===== config.mk =====
export PLATFORM = sky130hd
export DESIGN_NAME = stepper_pulse_generator_ramped
export DESIGN_NICKNAME = d
export VERILOG_FILES = /design/src/design/spgr_pkg.sv /design/src/design/stepper_pulse_generator_ramped.sv /design/src/design/spgr_cfg_regs.sv /design/src/design/spgr_step_engine.sv
export SDC_FILE = /design/constraint.sdc
export NUM_CORES = 1
export LEC_CHECK = 0
export ABC_AREA = 1
export BUFFER_PORTS_ARGS = -buffer_cell sky130_fd_sc_hd__buf_2
export CORE_MARGIN = 3
export CORE_UTILIZATION = 65
export CTS_BUF_LIST = sky130_fd_sc_hd__clkbuf_4 sky130_fd_sc_hd__clkbuf_8
export DETAILED_ROUTE_END_ITERATION = 12
export GPL_ROUTABILITY_DRIVEN = 0
export HOLD_SLACK_MARGIN = 0.02
export PLACE_DENSITY = 0.93
export SYNTH_ARGS = -nofsm -noshare
export SYNTH_HDL_FRONTEND = slang
export SYNTH_SLANG_ARGS = --single-unit

===== constraint.sdc =====
create_clock -name aclk -period 6.4 [get_ports aclk]
set_input_delay 0.96 -clock aclk [delete_from_list [all_inputs] [get_ports aclk]]
set_output_delay 0.96 -clock aclk [all_outputs]
set_load 0.005 [all_outputs]

===== src/design/spgr_pkg.sv =====
// Package for the ramped step/direction pulse generator.
// Shared widths, codes and structs. No dependencies.
package spgr_pkg;

    localparam int TIME_W      = 32;  // elapsed-time counter width
    localparam int CNT_W       = 16;
    localparam int TICK_W      = 24;
    localparam int DELTA_W     = 16;
    localparam int LEN_W       = 10;
    localparam int OFFSET_W    = 26;  // ramp_length * ramp_delta
    localparam int BASE_W      = 26;  // high + low + extra
    localparam int LIMIT_W     = 27;  // base + offset
    localparam int CMP_W       = (TIME_W > LIMIT_W) ? TIME_W : LIMIT_W;
    localparam int CFG_INDEX_W = 3;
    localparam int OUT_TDATA_W = 8;

    // Register indexes
    localparam logic [CFG_INDEX_W-1:0] REG_HIGH_TIME   = 3'd0;
    localparam logic [CFG_INDEX_W-1:0] REG_LOW_TIME    = 3'd1;
    localparam logic [CFG_INDEX_W-1:0] REG_RATE_EXTRA  = 3'd2;
    localparam logic [CFG_INDEX_W-1:0] REG_RAMP_ENABLE = 3'd3;
    localparam logic [CFG_INDEX_W-1:0] REG_RAMP_DELTA  = 3'd4;
    localparam logic [CFG_INDEX_W-1:0] REG_RAMP_LENGTH = 3'd5;
    localparam logic [CFG_INDEX_W-1:0] REG_DIR_FLIP    = 3'd6;
    localparam logic [CFG_INDEX_W-1:0] REG_DIRECTION   = 3'd7;

    // Command codes
    localparam logic CMD_TICK  = 1'b0;
    localparam logic CMD_START = 1'b1;

    // Start status codes
    localparam logic [1:0] ST_NONE      = 2'd0;
    localparam logic [1:0] ST_ACCEPTED  = 2'd1;
    localparam logic [1:0] ST_REJ_BUSY  = 2'd2;
    localparam logic [1:0] ST_REJ_ZERO  = 2'd3;

    // Phase codes
    localparam logic [1:0] PH_INACTIVE = 2'd0;
    localparam logic [1:0] PH_ON       = 2'd1;
    localparam logic [1:0] PH_OFF      = 2'd2;

    typedef struct packed {
        logic [TICK_W-1:0]   high_time;
        logic [BASE_W-1:0]   base_time;   // high + low + rate extra
        logic [OFFSET_W-1:0] max_offset;  // ramp_length * ramp_delta
        logic                ramp_enable;
        logic [DELTA_W-1:0]  ramp_delta;
        logic [LEN_W-1:0]    ramp_length;
        logic                dir_level;
    } cfg_t;

    typedef struct packed {
        logic             command;
        logic [CNT_W-1:0] step_count;
    } item_t;

    typedef struct packed {
        logic       busy_res;
        logic       all_done;
        logic       step_done;
        logic [1:0] start_status;
        logic       dir_level;
        logic       step_level;
    } result_t;

endpackage


===== src/design/stepper_pulse_generator_ramped.sv =====
// Ramped step/direction pulse generator, top level.
// Each item passes the input register and then the result register on its way to the result.
// One item per cycle while m_tready does not stall the result; a tick or start may follow every cycle.
// The state update in spgr_step_engine lies between the two registers.
// Reset: synchronous active-low aresetn; registers to defaults, sequencer idle, no results.
// Depends on spgr_pkg, spgr_cfg_regs and spgr_step_engine.
module stepper_pulse_generator_ramped (
    input  logic                               aclk,
    input  logic                               aresetn,
    // Item input
    input  logic                               s_tvalid,
    output logic                               s_tready,
    input  logic [spgr_pkg::CNT_W-1:0]         s_tdata,  // [15:0] step_count
    input  logic                               s_tuser,  // [0] command (0 tick, 1 start)
    // Result output
    output logic                               m_tvalid,
    input  logic                               m_tready,
    // [0] step_level, [1] dir_level, [3:2] start_status, [4] step_done,
    // [5] all_done, [6] busy_res, [7] zero
    output logic [spgr_pkg::OUT_TDATA_W-1:0]   m_tdata,
    // Register writes
    input  logic                               cfg_valid,
    output logic                               cfg_ready,
    input  logic [spgr_pkg::CFG_INDEX_W-1:0]   cfg_index,
    input  logic [spgr_pkg::TICK_W-1:0]        cfg_data
);
    import spgr_pkg::*;

    cfg_t    cfg;
    item_t   item_reg;
    logic    item_valid_reg;
    result_t result;
    result_t result_reg;
    logic    out_valid_reg;
    logic    fire;

    // Register file always takes writes.
    assign cfg_ready = 1'b1;

    spgr_cfg_regs u_cfg (
        .aclk     (aclk),
        .aresetn  (aresetn),
        .wr_en    (cfg_valid & cfg_ready),
        .wr_index (cfg_index),
        .wr_data  (cfg_data),
        .cfg      (cfg)
    );

    // Item is processed when the result register is free or draining this cycle.
    assign fire     = item_valid_reg && (!out_valid_reg || m_tready);
    // Input register takes a new item whenever its current one moves on.
    assign s_tready = !item_valid_reg || fire;

    always_ff @(posedge aclk) begin
        if (!aresetn) begin
            item_valid_reg <= 1'b0;
        end else if (s_tready) begin
            item_valid_reg <= s_tvalid;
        end
    end

    always_ff @(posedge aclk) begin
        if (s_tvalid && s_tready) begin
            item_reg.command    <= s_tuser;
            item_reg.step_count <= s_tdata;
        end
    end

    spgr_step_engine u_engine (
        .aclk    (aclk),
        .aresetn (aresetn),
        .fire    (fire),
        .item    (item_reg),
        .cfg     (cfg),
        .result  (result)
    );

    // Result register
    always_ff @(posedge aclk) begin
        if (!aresetn) begin
            out_valid_reg <= 1'b0;
        end else if (fire) begin
            out_valid_reg <= 1'b1;
        end else if (m_tready) begin
            out_valid_reg <= 1'b0;
        end
    end

    always_ff @(posedge aclk) begin
        if (fire) begin
            result_reg <= result;
        end
    end

    assign m_tvalid = out_valid_reg;
    assign m_tdata  = {1'b0, result_reg.busy_res, result_reg.all_done, result_reg.step_done,
                       result_reg.start_status, result_reg.dir_level, result_reg.step_level};

endmodule


===== src/design/spgr_cfg_regs.sv =====
// Configuration register file for the pulse generator.
// Holds the eight registers and the precomputed base time and ramp ceiling. Uses spgr_pkg.
module spgr_cfg_regs (
    input  logic                            aclk,
    input  logic                            aresetn,
    input  logic                            wr_en,
    input  logic [spgr_pkg::CFG_INDEX_W-1:0] wr_index,
    input  logic [spgr_pkg::TICK_W-1:0]      wr_data,
    output spgr_pkg::cfg_t                  cfg
);
    import spgr_pkg::*;

    logic [TICK_W-1:0]   high_time_reg, low_time_reg, rate_extra_reg;
    logic                ramp_enable_reg, dir_flip_reg, direction_reg;
    logic [DELTA_W-1:0]  ramp_delta_reg;
    logic [LEN_W-1:0]    ramp_length_reg;
    logic [BASE_W-1:0]   base_time_reg;
    logic [OFFSET_W-1:0] max_offset_reg;

    always_ff @(posedge aclk) begin
        if (!aresetn) begin
            high_time_reg   <= TICK_W'(10);
            low_time_reg    <= TICK_W'(10);
            rate_extra_reg  <= '0;
            ramp_enable_reg <= 1'b0;
            ramp_delta_reg  <= '0;
            ramp_length_reg <= '0;
            dir_flip_reg    <= 1'b0;
            direction_reg   <= 1'b0;
        end else if (wr_en) begin
            case (wr_index)
                REG_HIGH_TIME:   high_time_reg   <= wr_data;
                REG_LOW_TIME:    low_time_reg    <= wr_data;
                REG_RATE_EXTRA:  rate_extra_reg  <= wr_data;
                REG_RAMP_ENABLE: ramp_enable_reg <= wr_data[0];
                REG_RAMP_DELTA:  ramp_delta_reg  <= wr_data[DELTA_W-1:0];
                REG_RAMP_LENGTH: ramp_length_reg <= wr_data[LEN_W-1:0];
                REG_DIR_FLIP:    dir_flip_reg    <= wr_data[0];
                REG_DIRECTION:   direction_reg   <= wr_data[0];
                default: begin
                end
            endcase
        end
    end

    // Derived values, registered from the registers. Writes must come only while idle; nothing here enforces it.
    always_ff @(posedge aclk) begin
        base_time_reg  <= BASE_W'(high_time_reg) + BASE_W'(low_time_reg)
                        + BASE_W'(rate_extra_reg);
        max_offset_reg <= OFFSET_W'(ramp_length_reg) * OFFSET_W'(ramp_delta_reg);
    end

    always_comb begin
        cfg.high_time   = high_time_reg;
        cfg.base_time   = base_time_reg;
        cfg.max_offset  = max_offset_reg;
        cfg.ramp_enable = ramp_enable_reg;
        cfg.ramp_delta  = ramp_delta_reg;
        cfg.ramp_length = ramp_length_reg;
        cfg.dir_level   = direction_reg ^ dir_flip_reg;
    end

endmodule


===== src/design/spgr_step_engine.sv =====
// Step sequencer state and per-item next-state logic.
// Updates phase, elapsed time, step count, ramp offset and ramp point on each transfer. Uses spgr_pkg.
module spgr_step_engine (
    input  logic              aclk,
    input  logic              aresetn,
    input  logic              fire,
    input  spgr_pkg::item_t   item,
    input  spgr_pkg::cfg_t    cfg,
    output spgr_pkg::result_t result
);
    import spgr_pkg::*;

    logic [1:0]          phase_reg, phase_next;
    logic [TIME_W-1:0]   elapsed_reg, elapsed_next;
    logic [CNT_W-1:0]    steps_left_reg, steps_left_next;
    logic [OFFSET_W-1:0] offset_reg, offset_next;
    logic [CNT_W-1:0]    point_reg, point_next;

    logic                busy;
    logic [TIME_W-1:0]   elapsed_inc;
    logic [LIMIT_W-1:0]  limit;
    logic [LIMIT_W-1:0]  off_up;
    logic [OFFSET_W-1:0] off_up_capped, off_down, off_stepped;
    logic [CNT_W-1:0]    steps_dec;
    logic [1:0]          status;
    logic                sdone, adone;

    assign busy        = (phase_reg == PH_ON) || (phase_reg == PH_OFF);
    assign elapsed_inc = (elapsed_reg == '1) ? elapsed_reg : elapsed_reg + 1'b1;
    assign limit       = LIMIT_W'(cfg.base_time) + LIMIT_W'(offset_reg);

    // Ramp offset after a completed step: rise (capped) in the final ramp, else fall by ramp_delta toward 0.
    // The window test uses the count left once this step is taken off.
    assign steps_dec     = steps_left_reg - 1'b1;
    assign off_up        = LIMIT_W'(offset_reg) + LIMIT_W'(cfg.ramp_delta);
    assign off_up_capped = (off_up > LIMIT_W'(cfg.max_offset)) ? cfg.max_offset
                                                               : off_up[OFFSET_W-1:0];
    assign off_down      = (offset_reg > OFFSET_W'(cfg.ramp_delta))
                         ? offset_reg - OFFSET_W'(cfg.ramp_delta) : '0;
    assign off_stepped   = (steps_dec < point_reg) ? off_up_capped : off_down;

    always_comb begin
        phase_next      = phase_reg;
        elapsed_next    = elapsed_reg;
        steps_left_next = steps_left_reg;
        offset_next     = offset_reg;
        point_next      = point_reg;
        status          = ST_NONE;
        sdone           = 1'b0;
        adone           = 1'b0;

        if (item.command == CMD_START) begin
            if (busy) begin
                status = ST_REJ_BUSY;
            end else if (item.step_count == '0) begin
                status = ST_REJ_ZERO;
            end else begin
                status          = ST_ACCEPTED;
                steps_left_next = item.step_count - 1'b1;
                if (cfg.ramp_enable) begin
                    offset_next = cfg.max_offset;
                    point_next  = ((CNT_W+1)'(item.step_count) < {cfg.ramp_length, 1'b0})
                                ? (item.step_count >> 1) : CNT_W'(cfg.ramp_length);
                end else begin
                    offset_next = '0;
                end
                elapsed_next = '0;
                phase_next   = PH_ON;
            end
        end else if (busy) begin
            elapsed_next = elapsed_inc;
            if (phase_reg == PH_ON) begin
                if (CMP_W'(elapsed_inc) >= CMP_W'(cfg.high_time)) begin
                    phase_next = PH_OFF;
                end
            end else if (CMP_W'(elapsed_inc) >= CMP_W'(limit)) begin
                sdone = 1'b1;
                if (steps_left_reg != '0) begin
                    elapsed_next    = '0;
                    steps_left_next = steps_left_reg - 1'b1;
                    if (cfg.ramp_enable) begin
                        offset_next = off_stepped;
                    end
                    phase_next = PH_ON;
                end else begin
                    phase_next = PH_INACTIVE;
                    adone      = 1'b1;
                end
            end
        end
    end

    always_ff @(posedge aclk) begin
        if (!aresetn) begin
            phase_reg      <= PH_INACTIVE;
            elapsed_reg    <= '0;
            steps_left_reg <= '0;
            offset_reg     <= '0;
            point_reg      <= '0;
        end else if (fire) begin
            phase_reg      <= phase_next;
            elapsed_reg    <= elapsed_next;
            steps_left_reg <= steps_left_next;
            offset_reg     <= offset_next;
            point_reg      <= point_next;
        end
    end

    always_comb begin
        result.step_level   = (phase_next == PH_ON);
        result.dir_level    = cfg.dir_level;
        result.start_status = status;
        result.step_done    = sdone;
        result.all_done     = adone;
        result.busy_res     = (phase_next == PH_ON) || (phase_next == PH_OFF);
    end

endmodule


; After elaboration in Yosys (flattened, before gate mapping)
; Index checks and enable logic that the tools add are counted.
[word_totals]
out_inout_bits = 11
word_cells = 134
input_bits = 49
register_bits = 271
[op_classes]
eq_ne = 15
n_reduce_logical = 31
muxes = 42
n_addsub = 8
n_mul = 1
magnitude_cmp = 6
bitwise = 5
[op_table]
columns = op, n
row1 = two-way mux 26 bit, 12
row2 = two-way mux 32 bit, 8
row3 = two-way mux 16 bit, 7
row4 = adder 32 x 1 -> 32 bit (second input constant), 1
row5 = == test 32 bit (second input constant), 1
row6 = greater-or-equal comparator 32 x 24 -> 1 bit, 1
row7 = greater-or-equal comparator 32 x 27 -> 1 bit, 1
row8 = subtractor 16 x 1 -> 16 bit (second input constant), 2
row9 = adder 26 x 16 -> 27 bit, 1
row10 = adder 26 x 26 -> 27 bit, 1
row11 = greater-than comparator 27 x 26 -> 1 bit, 1
row12 = adder 26 x 24 -> 26 bit, 1
row13 = greater-than comparator 26 x 16 -> 1 bit, 1
row14 = multiplier 10 x 16 -> 26 bit, 1
row15 = subtractor 26 x 16 -> 26 bit, 1
row16 = adder 24 x 24 -> 25 bit, 1
row17 = two-way mux 2 bit, 9
row18 = zero test 16 bit, 1
row19 = < comparator 16 x 11 -> 1 bit, 1
row20 = < comparator 16 bit, 1
row21 = AND reduction 2 bit, 8
row22 = nonzero test 16 bit, 1
row23 = two-way mux 15 bit, 1
row24 = == test 3 bit (second input constant), 4
row25 = 21 further kinds, 41

; Depth between registers and ports, before layout
[logic_depth]
ltp_word = 10
ltp_mapped = 32
mapped_depth_nobuf = 31

; Modules after synthesis
; A second synthesis with hierarchy kept.
[hier_totals]
hier_cells = 3875
area_unflattened_um2 = 25902.3
[by_module_without_submodules]
columns = mod, cells_each, area_per_inst_um2, seq_area_each_um2, n_inst
row1 = spgr_cfg_regs, 1786, 12669.7, 3062.9, 1
row2 = spgr_step_engine, 2048, 12394.4, 1821.7, 1
row3 = stepper_pulse_generator_ramped, 41, 838.3, 760.7, 1

; Least setup slack after synthesis
; No wires, ideal clock.
[synth_path]
path_kind = register -> register
from = register u_cfg.ramp_length_reg[3]
to = register u_cfg.max_offset_reg[24]
arrival_ns = 5.317
path_stages_with_launch = 25
setup_ns = 0.072
period_less_slack_ns = 5.389
required_ns = 6.328
path_buffers = 2
slack_ns = 1.011
path_cell_list = dfxtp_1 > clkbuf_1 > clkbuf_1 > nand2_1 > fa_1 > inv_1 > fa_1 > inv_1 > fa_1 > inv_1 > fa_1 > inv_1 > fa_1 > inv_1 > ha_1 > nand2_1 > nor2_1 > nand3_1 > o2111a_1 > o21ai_0 > nand2_1 > o21ai_0 > nand3_1 > nand2_1 > xor2_1
[synth_via]
elab_chain_cells = 1
[synth_rtl]
columns = element, line_no
row1 = "start, declared", spgr_cfg_regs.sv:16  ; logic [LEN_W-1:0] ramp_length_reg;
row2 = "start signal, assigned", spgr_cfg_regs.sv:37  ; REG_RAMP_LENGTH: ramp_length_reg <= wr_data[LEN_W-1:0];
row3 = multiplier 10 x 16 -> 26 bit, spgr_cfg_regs.sv:50  ; max_offset_reg <= OFFSET_W'(ramp_length_reg) * OFFSET_W'(ramp_delta_reg);
row4 = "end signal, assigned", spgr_cfg_regs.sv:50
row5 = "end, declared", spgr_cfg_regs.sv:18  ; logic [OFFSET_W-1:0] max_offset_reg;
; No other way between the ends.
; A chain may end at the register's enable or synchronous reset.

; Worst setup path in the final report
[layout_path]
from = register u_cfg.ramp_length_reg[8]
to = register u_cfg.max_offset_reg[24]
; The elaborated chain is that of the path after synthesis.

==> impl_metrics.ini <==
[synthesis]
synthFlopType = dfxtp_1
yosysWarnings = 0
mappedNetlistNets = 4070
yosysSeqAreaShare_pct = 22.5
synth_compound_area_share_pct = 13.0
synth_cell_types = 55
syn_inst = 3634
synth_xor_area_share_pct = 5.41
synthSimpleGateAreaFrac_pct = 25.5
synthMuxAreaShare_pct = 0.0399
ys_ff_latch = 270
synth_fa_ha_area_share_pct = 22.7
synth_edf_count = 24
synth_async_sr_flop_share_pct = 0
syn_area_um2 = 25100
syn_area_per_cell_um2 = 6.90
synth_top_family_by_area = simple AND/OR/NAND/NOR gates

[sta]
setup_viol = 0
rsz0062_at_grt = false
post-route-period-util_pct = 93.3
final.min_clock_period_ns = 5.97
setup_ws_ns = 0.430
fin_setup_tns_ns = 0
slew_viol_final = 0
max_freq_mhz = 168
tightest_slew_ns = 1.20
finalHoldViolations = 0
slew_headroom_pct = 19.6
skew_ns = 0.0593

[cells_and_area]
nets = 4064
fin_util_pct = 70.6
design_area_um2 = 26700
syn2layout_area_growth_pct = 6.48
fillerInstances = 2852
diodes = 0
drive_above_1_share_pct = 5.67
largest_reg_flops = 32

[clock_tree]
cts_buffers = 48
clock-sinks = 270
clock_path_buffers = 3
cts_resized = 0
root_buffer = clkbuf_8
clkTransAtPathRegs_ns = 0.07
ctsHoldBuffers = 0
htreeDepth = 2
cts_tree = done
clock_latency_ns = 0.68
postCtsSetupBuffers = 0

[power_and_ir_drop]
p_int_mw = 3.21
seqPwrFrac_pct = 37.5
p_total_mw = 4.93
swShare_pct = 34.8
combPwrFrac_pct = 23.9
p_sw_mw = 1.71
leakage_nw = 14.1
powerDensity_nw_per_um2 = 184
power.clock.fraction_pct = 38.7
vdd_drop_max_v = 0.000188

[die]
die_x_um = 202
std_cell_rows = 71
coreArea_um2 = 37800
ios = 60
die_area_um2 = 41000
start_util_pct = 66.3
die_h_um = 202

[global_route]
grt_pass1_wl_um = 122000
grt_pass1_vias = 24500
grtUsageTotal_pct = 36.4
antenna_found_initial = 3
grt-ovfl-total = 0
grt_max_degree = 126

[placed_design]
place_worst_setup_slack_ns = 0.627
dp_hpwl_um = 56200
io_buffers = 57
place_area_um2 = 25600

[worst_setup_path]
worstSetupPathType = reg2reg
cp-start-kind = register
crit_path_end_kind = register
cp_max_fo = 18
required_ns = 7.00
arrival_ns = 6.57

[routing]
ant_nets = 0
wirelength_um = 75700
vias_per_cell = 6.08
vias = 25400
first_pass_iters = 7
drt_iter0_drc = 3002
drc_errors = 0
wl_per_cell_um = 18.1

[job]
drv_cap = 0

[outcome]
outcome = finished, final reports clean

[hold_path]
min-delay-path-class = in2reg
## cell usage in the layout, fill, tap and decap left out, types with 40 or more instances in the layout
cell      netlist  routed
nand3_1       233     233
a21oi_1       300     300
fa_1          115     115
o21ai_0       204     204
buf_2          32      56
xor2_1        103     103
xnor2_1        52      52
inv_1         545     545
ha_1          272     272
nor2_1        349     349
nand2_1       799     799
clkbuf_8        0      61
nand4_1        53      53
dfxtp_1       246     246
nor3_1         41      40
## path summary, 6_finish.rpt
check,from,to,slack (ns),cells after the start
min,s_tdata[6],item_reg[6],0.45,1
max,u_cfg.ramp_length_reg[8],u_cfg.max_offset_reg[24],0.43,20
max reg2reg,u_cfg.ramp_length_reg[8],u_cfg.max_offset_reg[24],0.43,20
min reg2reg,u_engine.point_reg[13],u_engine.point_reg[13],0.46,2
## Yosys cell counts (4+ instances only)
| cell | count | area [µm²] |
|---|---|---|
| nand2_1 | 799 | 3000 |
| inv_1 | 545 | 2050 |
| nor2_1 | 349 | 1310 |
| a21oi_1 | 300 | 1500 |
| ha_1 | 272 | 3400 |
| dfxtp_1 | 246 | 4920 |
| nand3_1 | 233 | 1170 |
| o21ai_0 | 204 | 1020 |
| fa_1 | 115 | 2300 |
| xor2_1 | 103 | 902 |
| clkbuf_1 | 82 | 308 |
| nand4_1 | 53 | 332 |
| xnor2_1 | 52 | 455 |
| nor3_1 | 41 | 205 |
| buf_2 | 32 | 160 |
| edfxtp_1 | 24 | 721 |
| o211ai_1 | 20 | 150 |
| a31oi_1 | 17 | 106 |
| o21bai_1 | 16 | 120 |
| nor4_1 | 12 | 75.1 |
| a21o_1 | 11 | 82.6 |
| buf_1 | 8 | 30.0 |
| buf_4 | 8 | 60.1 |
| inv_2 | 8 | 30.0 |
| or2_2 | 7 | 43.8 |
| nand3_2 | 6 | 60.1 |
| nor2_2 | 6 | 37.5 |
| o21a_1 | 6 | 45.0 |
| o221ai_1 | 6 | 52.6 |
| a21boi_0 | 5 | 37.5 |
| o31ai_1 | 5 | 37.5 |
| a211oi_1 | 4 | 30.0 |
| nand2_2 | 4 | 25.0 |
| nand3b_1 | 4 | 30.0 |
## worst max-delay path: stages (launching register included)
cell and delay, ns:
dfxtp_1 0.80, nand2_1 0.23, fa_1 0.54, fa_1 0.54, inv_1 0.06, fa_1 0.50
fa_1 0.56, inv_1 0.06, fa_1 0.54, inv_1 0.05, ha_1 0.34, nand2_1 0.08
nor2_1 0.14, nand3_1 0.09, o2111a_1 0.17, o21ai_0 0.36, nand2_1 0.16, o21ai_0 0.30
nand3_1 0.12, nand2_1 0.10, xor2_1 0.15
## metrics by stage
step | hold slack, ns | std cells
floorplan | 0.430 | 3634
finish | 0.450 | 4178
global route | 0.447 | 4178
CTS | 0.449 | 4178
global placement | 0.442 | 4089
detailed placement | 0.451 | 4089
## power by group through the flow
stage / logic (mW) / clock network (mW) / registers (mW)
floorplan: 0.872 / 0 / 1.84
global placement: 1.09 / 0 / 1.87
detailed placement: 1.12 / 0 / 1.88
CTS: 1.13 / 1.90 / 1.84
global route: 1.30 / 1.98 / 1.85
finish: 1.18 / 1.91 / 1.85
## routing by layer
metal | wire length [µm] | track usage [%] | part of all wire [%] | up-vias
li1 | - | - | - | 11700
met1 | 27600 | 43.4 | 36 | 11500
met2 | 33700 | 58.8 | 44 | 1679
met3 | 8560 | 9.27 | 11 | 491
met4 | 5870 | 22.8 | 7.8 | 4
met5 | 22 | 0 | 0.029 | -
## cell type report
| type | count | area, µm² | area share [%] |
|---|---|---|---|
| timing repair buffer | 80 | 460 | 1.72 |
| tap | 511 | 639 | 2.39 |
| sequential | 270 | 5650 | 21.1 |
| clock buffer | 73 | 930 | 3.48 |
| inverter | 553 | 2080 | 7.77 |
| multi-input combinational | 2675 | 16800 | 62.8 |
| clock inverter | 16 | 199 | 0.745 |
## cells by family after synthesis
group | count (synthesis)
adders and majority gates | 387
AOI/OAI and AO/OA | 604
buffers and inverters | 689
other | 2
DFF | 270
xor gates and xnor gates | 155
and+or+nand+nor | 1526
muxes | 1
No activity file was read; power rests on OpenSTA's default activity.
